$ cat src/rtl/assert_macros.svh
// Assertion macros used by the top level of the UART buffering engine.
`ifndef ASSERT_MACROS_SVH
`define ASSERT_MACROS_SVH

// Checks that a condition holds at every clock edge outside reset.
`define ASSERT_ALWAYS(label, cond, msg) \
  label: assert property (@(posedge clk) disable iff (rst) (cond)) else $error(msg);

// Checks that a consequent holds in the same cycle as its antecedent.
`define ASSERT_IMPLIES(label, ante, cons, msg) \
  label: assert property (@(posedge clk) disable iff (rst) (ante) |-> (cons)) else $error(msg);

`endif

$ cat src/rtl/urb_ram.sv
// Generic single-write, single-read RAM with a registered read port.
`timescale 1ns / 1ps

module urb_ram #(
  parameter int WIDTH = 8,
  parameter int DEPTH = 256
) (
  input  logic                     clk,
  input  logic                     we,
  input  logic [$clog2(DEPTH)-1:0] waddr,
  input  logic [WIDTH-1:0]         wdata,
  input  logic                     re,
  input  logic [$clog2(DEPTH)-1:0] raddr,
  output logic [WIDTH-1:0]         rdata
);

  logic [WIDTH-1:0] mem [DEPTH];

  always_ff @(posedge clk) begin
    if (we) begin
      mem[waddr] <= wdata;
    end
    if (re) begin
      rdata <= mem[raddr];
    end
  end

endmodule

$ cat config.mk
export PLATFORM = sky130hd
export DESIGN_NAME = urb_ram
export DESIGN_NICKNAME = d
export VERILOG_FILES = /design/src/rtl/assert_macros.svh /design/src/rtl/urb_ram.sv
export SDC_FILE = /design/constraint.sdc
export NUM_CORES = 2
export LEC_CHECK = 0
export BUFFER_PORTS_ARGS = -buffer_cell sky130_fd_sc_hd__clkbuf_2
export CAP_MARGIN = 0
export CELL_PAD_IN_SITES_DETAIL_PLACEMENT = 0
export CELL_PAD_IN_SITES_GLOBAL_PLACEMENT = 1
export CORE_UTILIZATION = 35
export DETAILED_ROUTE_END_ITERATION = 16
export PLACE_DENSITY = 0.52
export SYNTH_ARGS = -nofsm -noshare
export SYNTH_HDL_FRONTEND = slang
export SYNTH_SLANG_ARGS = --single-unit
$ cat constraint.sdc
create_clock -name clk -period 3.4 [get_ports clk]
set_clock_uncertainty 0.2 [all_clocks]
set_input_delay 0.34 -clock clk [delete_from_list [all_inputs] [get_ports clk]]
set_output_delay 0.34 -clock clk [all_outputs]
set_load 0.05 [all_outputs]
==> summary.md <==
| Metric | Value |
|---|---|
| Final Power | 53.93 mW |
| Synth async-reset ratio | 0 |
| Area share of xor/xnor cells in the synthesized design | 0 |
| Seq cells post-synth | 2056 |
| CP Capture Type | flop |
| Total of max-cap violations | 0 |
| Max IR drop VDD | 526.7 uV |
| Full die area | 0.2294 sq mm |
| DP HPWL | 145.5 mm |
| Seq pwr share | 0.519 |
| CP arrival | 3.45 ns |
| Clock transition at the registers of the reported paths | 0.06 ns |
| RePlAce Congestion | 0.7980 |
| GRT Total Usage | 0.1966 |
| CTS Buf Count | 214 |
| Placement Setup Slack | -0.6388 ns |
| Post-layout nets | 4365 |
| Vias in the first global route | 41250 |
| Hold Fails Final Rpt | 0 |
| FMAX | 0.3257 GHz |
| Max-slew headroom | 0.3038 |
| Crit path required time | 3.78 ns |
| Clk_lat worst skew | 0.86 ns |
| Finish-stage setup viols | 0 |
| Synthesized area | 0.07964 sq mm |
| Clock power frac | 0.426 |
| R2R cell count | 6 |
| Site Rows | 174 |
| Crit path kind | reg2reg |
| Wire length per cell | 29.91 microns |
| P_leak | 30.07 nW |
| Post-synthesis compound-gate area fraction | 0.03416 |
| Multiplexer area fraction after synthesis | 0.1460 |
| Post-route setup slack | 0.3296 ns |
| Setup_tns | 0 ns |
| WL final | 224.7 mm |
| FF-to-FF Start | mem[71][7] |
| Sequential share of the synthesized area | 0.7753 |
| Vias/cell | 5.356 |
| PD cells | 571.2 mW/mm^2 |
| Die width | 479.0 microns |
| First-pass GRT wire length | 319.3 mm |
| DRT Pass-1 Iters | 5 |
| Hold Crit Start | waddr[6] |
| Synth Area in Adders | 0 |
| Worst Hold Depth | 5 |
| Comb power frac | 0.055 |
| Net switching power | 11.83 mW |
| Internal power | 42.10 mW |
| Largest net degree at the start of global routing | 104 |
| Main combinational cell family by area after synthesis | multiplexers |
| Mean area per synthesized cell | 21.33 sq um |
| Final hold slack | 0.1211 ns |
| Fillcell total | 19860 |
| EDFF count, synth | 2056 |
| Worst Setup Start Kind | flop |
| Most frequently used flop master after synthesis | edfxtp_1 |
| R2r endpoint | rdata[7] |
| Detail Route Antenna Nets | 0 |
| Initial antenna violation count | 18 |
| Synthesized instance count | 3733 |
| Commonest non-fill, non-tap cell in the layout | edfxtp_1 |
| CP Max Fanout | 1 |
| Starting Density | 0.3531 |
| DR DRC count | 0 |
| Layout Cells excl Fill | 7514 |
| Sw Share | 0.2193 |
| Clk buf depth | 3 |
| Input/output buffers | 34 |
| Yosys warns | 0 |
| # IOs | 35 |
| Grt ovf | 0 |
| Post-route minimum period | 3.070 ns |
| Status | finished clean |
| Syn Nets | 3760 |
| Layout area overhead | 18.55% |
| Placed insts | 7100 |
| H-tree Lvls | 4 |
| CTS tree | done |
| DR vias | 40240 |
| Worst hold path class | in2reg |
| Slew Viols, Final | 0 |
| Flop2flop setup slack | 0.33 ns |
| Yosys cell types | 54 |
| Layout cells sized above 1 | 0.3105 |
| Post-CTS Resized | 0 |
| Root buf cell | clkbuf_16 |
| Die height | 479.0 microns |
| Period utilization | 0.9030 |
| Core Region | 0.2255 sq mm |
| RSZ-0062 raised after global routing | no |
| DRT iter0 DRCs | 4021 |
| Worst hold endpoint | mem[27][5] |
| Clock sinks | 2056 |
| Commonest non-fill, non-tap cells in the layout | 2056 x edfxtp_1, 514 x buf_4, 454 x mux4_2, 279 x nor2_1, 217 x clkbuf_16 |
| Slew @ Worst Pin | 1.044 ns |
| Simple-Gate Fraction of Synth Area | 0.02625 |
## registers in the layout, summed over array words and instances, names as in the netlist
| signal | flops |
|---|---|
| rdata | 8 |
| mem | 2048 |
## what timing repair did
action / 4_1_cts / 5_1_grt
hold buffers: 14 / 0
buffers inserted: 0 / 0
hold endpoints to repair: 805 / 0
## power groups by stage
stage                     combinational, mW  clock [mW]  sequential [mW]
after detailed placement               3.00           0             28.5
final                                  2.96        23.0             28.0
after floorplan                        1.36           0             28.6
after CTS                              3.02        23.5             28.0
after global routing                   3.13        24.4             28.0
after global placement                 2.98           0             28.5
## logic make-up (layout without fill, tap and decap cells)
logic type | after synthesis | after routing
AOI/OAI and AO/OA | 385 | 385
buffers and inverters | 235 | 1018
DFF | 2056 | 2056
muxes | 591 | 591
other | 0 | 6
and+or+nand+nor | 466 | 466
## synthesized netlist by cell type (2+ instances only)
| cell type | n | area, sq um |
|---|---|---|
| a21oi_1 | 96 | 480.5 |
| nor3_1 | 22 | 110.1 |
| nand2b_1 | 8 | 50.05 |
| o221ai_1 | 46 | 402.9 |
| a211oi_1 | 16 | 120.1 |
| buf_8 | 13 | 195.2 |
| mux4_1 | 2 | 52.55 |
| o22ai_1 | 28 | 175.2 |
| o211ai_1 | 10 | 75.07 |
| a22o_1 | 8 | 70.07 |
| nor2b_1 | 31 | 193.9 |
| nand3b_1 | 2 | 15.01 |
| mux2i_1 | 134 | 1341 |
| a221oi_1 | 13 | 113.9 |
| nand2_1 | 33 | 123.9 |
| nand4_1 | 10 | 62.56 |
| a2111oi_1 | 2 | 20.02 |
| edfxtp_1 | 2056 | 61740 |
| clkbuf_1 | 111 | 416.7 |
| o21ai_1 | 2 | 10.01 |
| buf_6 | 21 | 236.5 |
| mux4_2 | 454 | 10220 |
| buf_12 | 8 | 160.2 |
| buf_2 | 31 | 155.2 |
| a311oi_1 | 2 | 17.52 |
| buf_4 | 27 | 202.7 |
| and3b_1 | 2 | 17.52 |
| nand3_1 | 34 | 170.2 |
| nor4_1 | 24 | 150.1 |
| nor4_2 | 3 | 37.54 |
| o32ai_1 | 4 | 35.03 |
| nor2_1 | 282 | 1059 |
| o22a_1 | 5 | 43.79 |
| and2_1 | 6 | 37.54 |
| or2_2 | 4 | 25.02 |
| o21ai_0 | 10 | 50.05 |
| a31oi_1 | 2 | 12.51 |
| buf_1 | 22 | 82.58 |
| a22oi_1 | 133 | 998.5 |
| a2111oi_0 | 2 | 17.52 |
## cell type report
type | instances | area (sq um) | share of cell area
Antenna cell | 6 | 15.01 | 0.0001590
Clock buffer | 250 | 5554 | 0.05883
Clock inverter | 144 | 1309 | 0.01386
Inverter | 2 | 7.507 | 0.00007952
Multi-Input combinational cell | 1442 | 16540 | 0.1752
Sequential cell | 2056 | 61740 | 0.6539
Tap cell | 2992 | 3744 | 0.03965
Timing Repair Buffer | 622 | 5500 | 0.05826
## layer usage
metal / up-vias / share of wire / track usage
li1: 16950 / - / -
met1: 21860 / 0.45 / 0.2840
met2: 1164 / 0.48 / 0.3110
met3: 268 / 0.053 / 0.02908
met4: 2 / 0.022 / 0.05128
met5: - / 0.000053 / 0
## metrics by stage
| stage | util | area (sq um) |
|---|---|---|
| after detailed placement | 0.3875 | 87390 |
| after floorplan | - | 79640 |
| after global placement | 0.3874 | 87380 |
| final | 0.4186 | 94410 |
| after CTS | 0.4185 | 94400 |
| after global routing | 0.4186 | 94400 |
## worst max-delay path: stages, from the launching register on
cell and delay, ns:
edfxtp_1 0.37, mux4_2 0.55, mux4_2 0.50, nor2b_1 0.21, nor4_1 0.70, buf_4 0.23
nor4_1 0.04
## worst max path at each step
stage                           from        to  slack (ns)  depth (start not counted)
after floorplan             raddr[0]  rdata[2]        0.78                          9
after global placement      raddr[1]  rdata[6]       -1.20                         10
after detailed placement    raddr[0]  rdata[4]       -0.64                         12
after CTS                 mem[71][7]  rdata[7]        0.25                          6
after global routing      mem[82][3]  rdata[3]        0.14                          7
final                     mem[71][7]  rdata[7]        0.33                          6
Power figures use the tool's default switching activity.
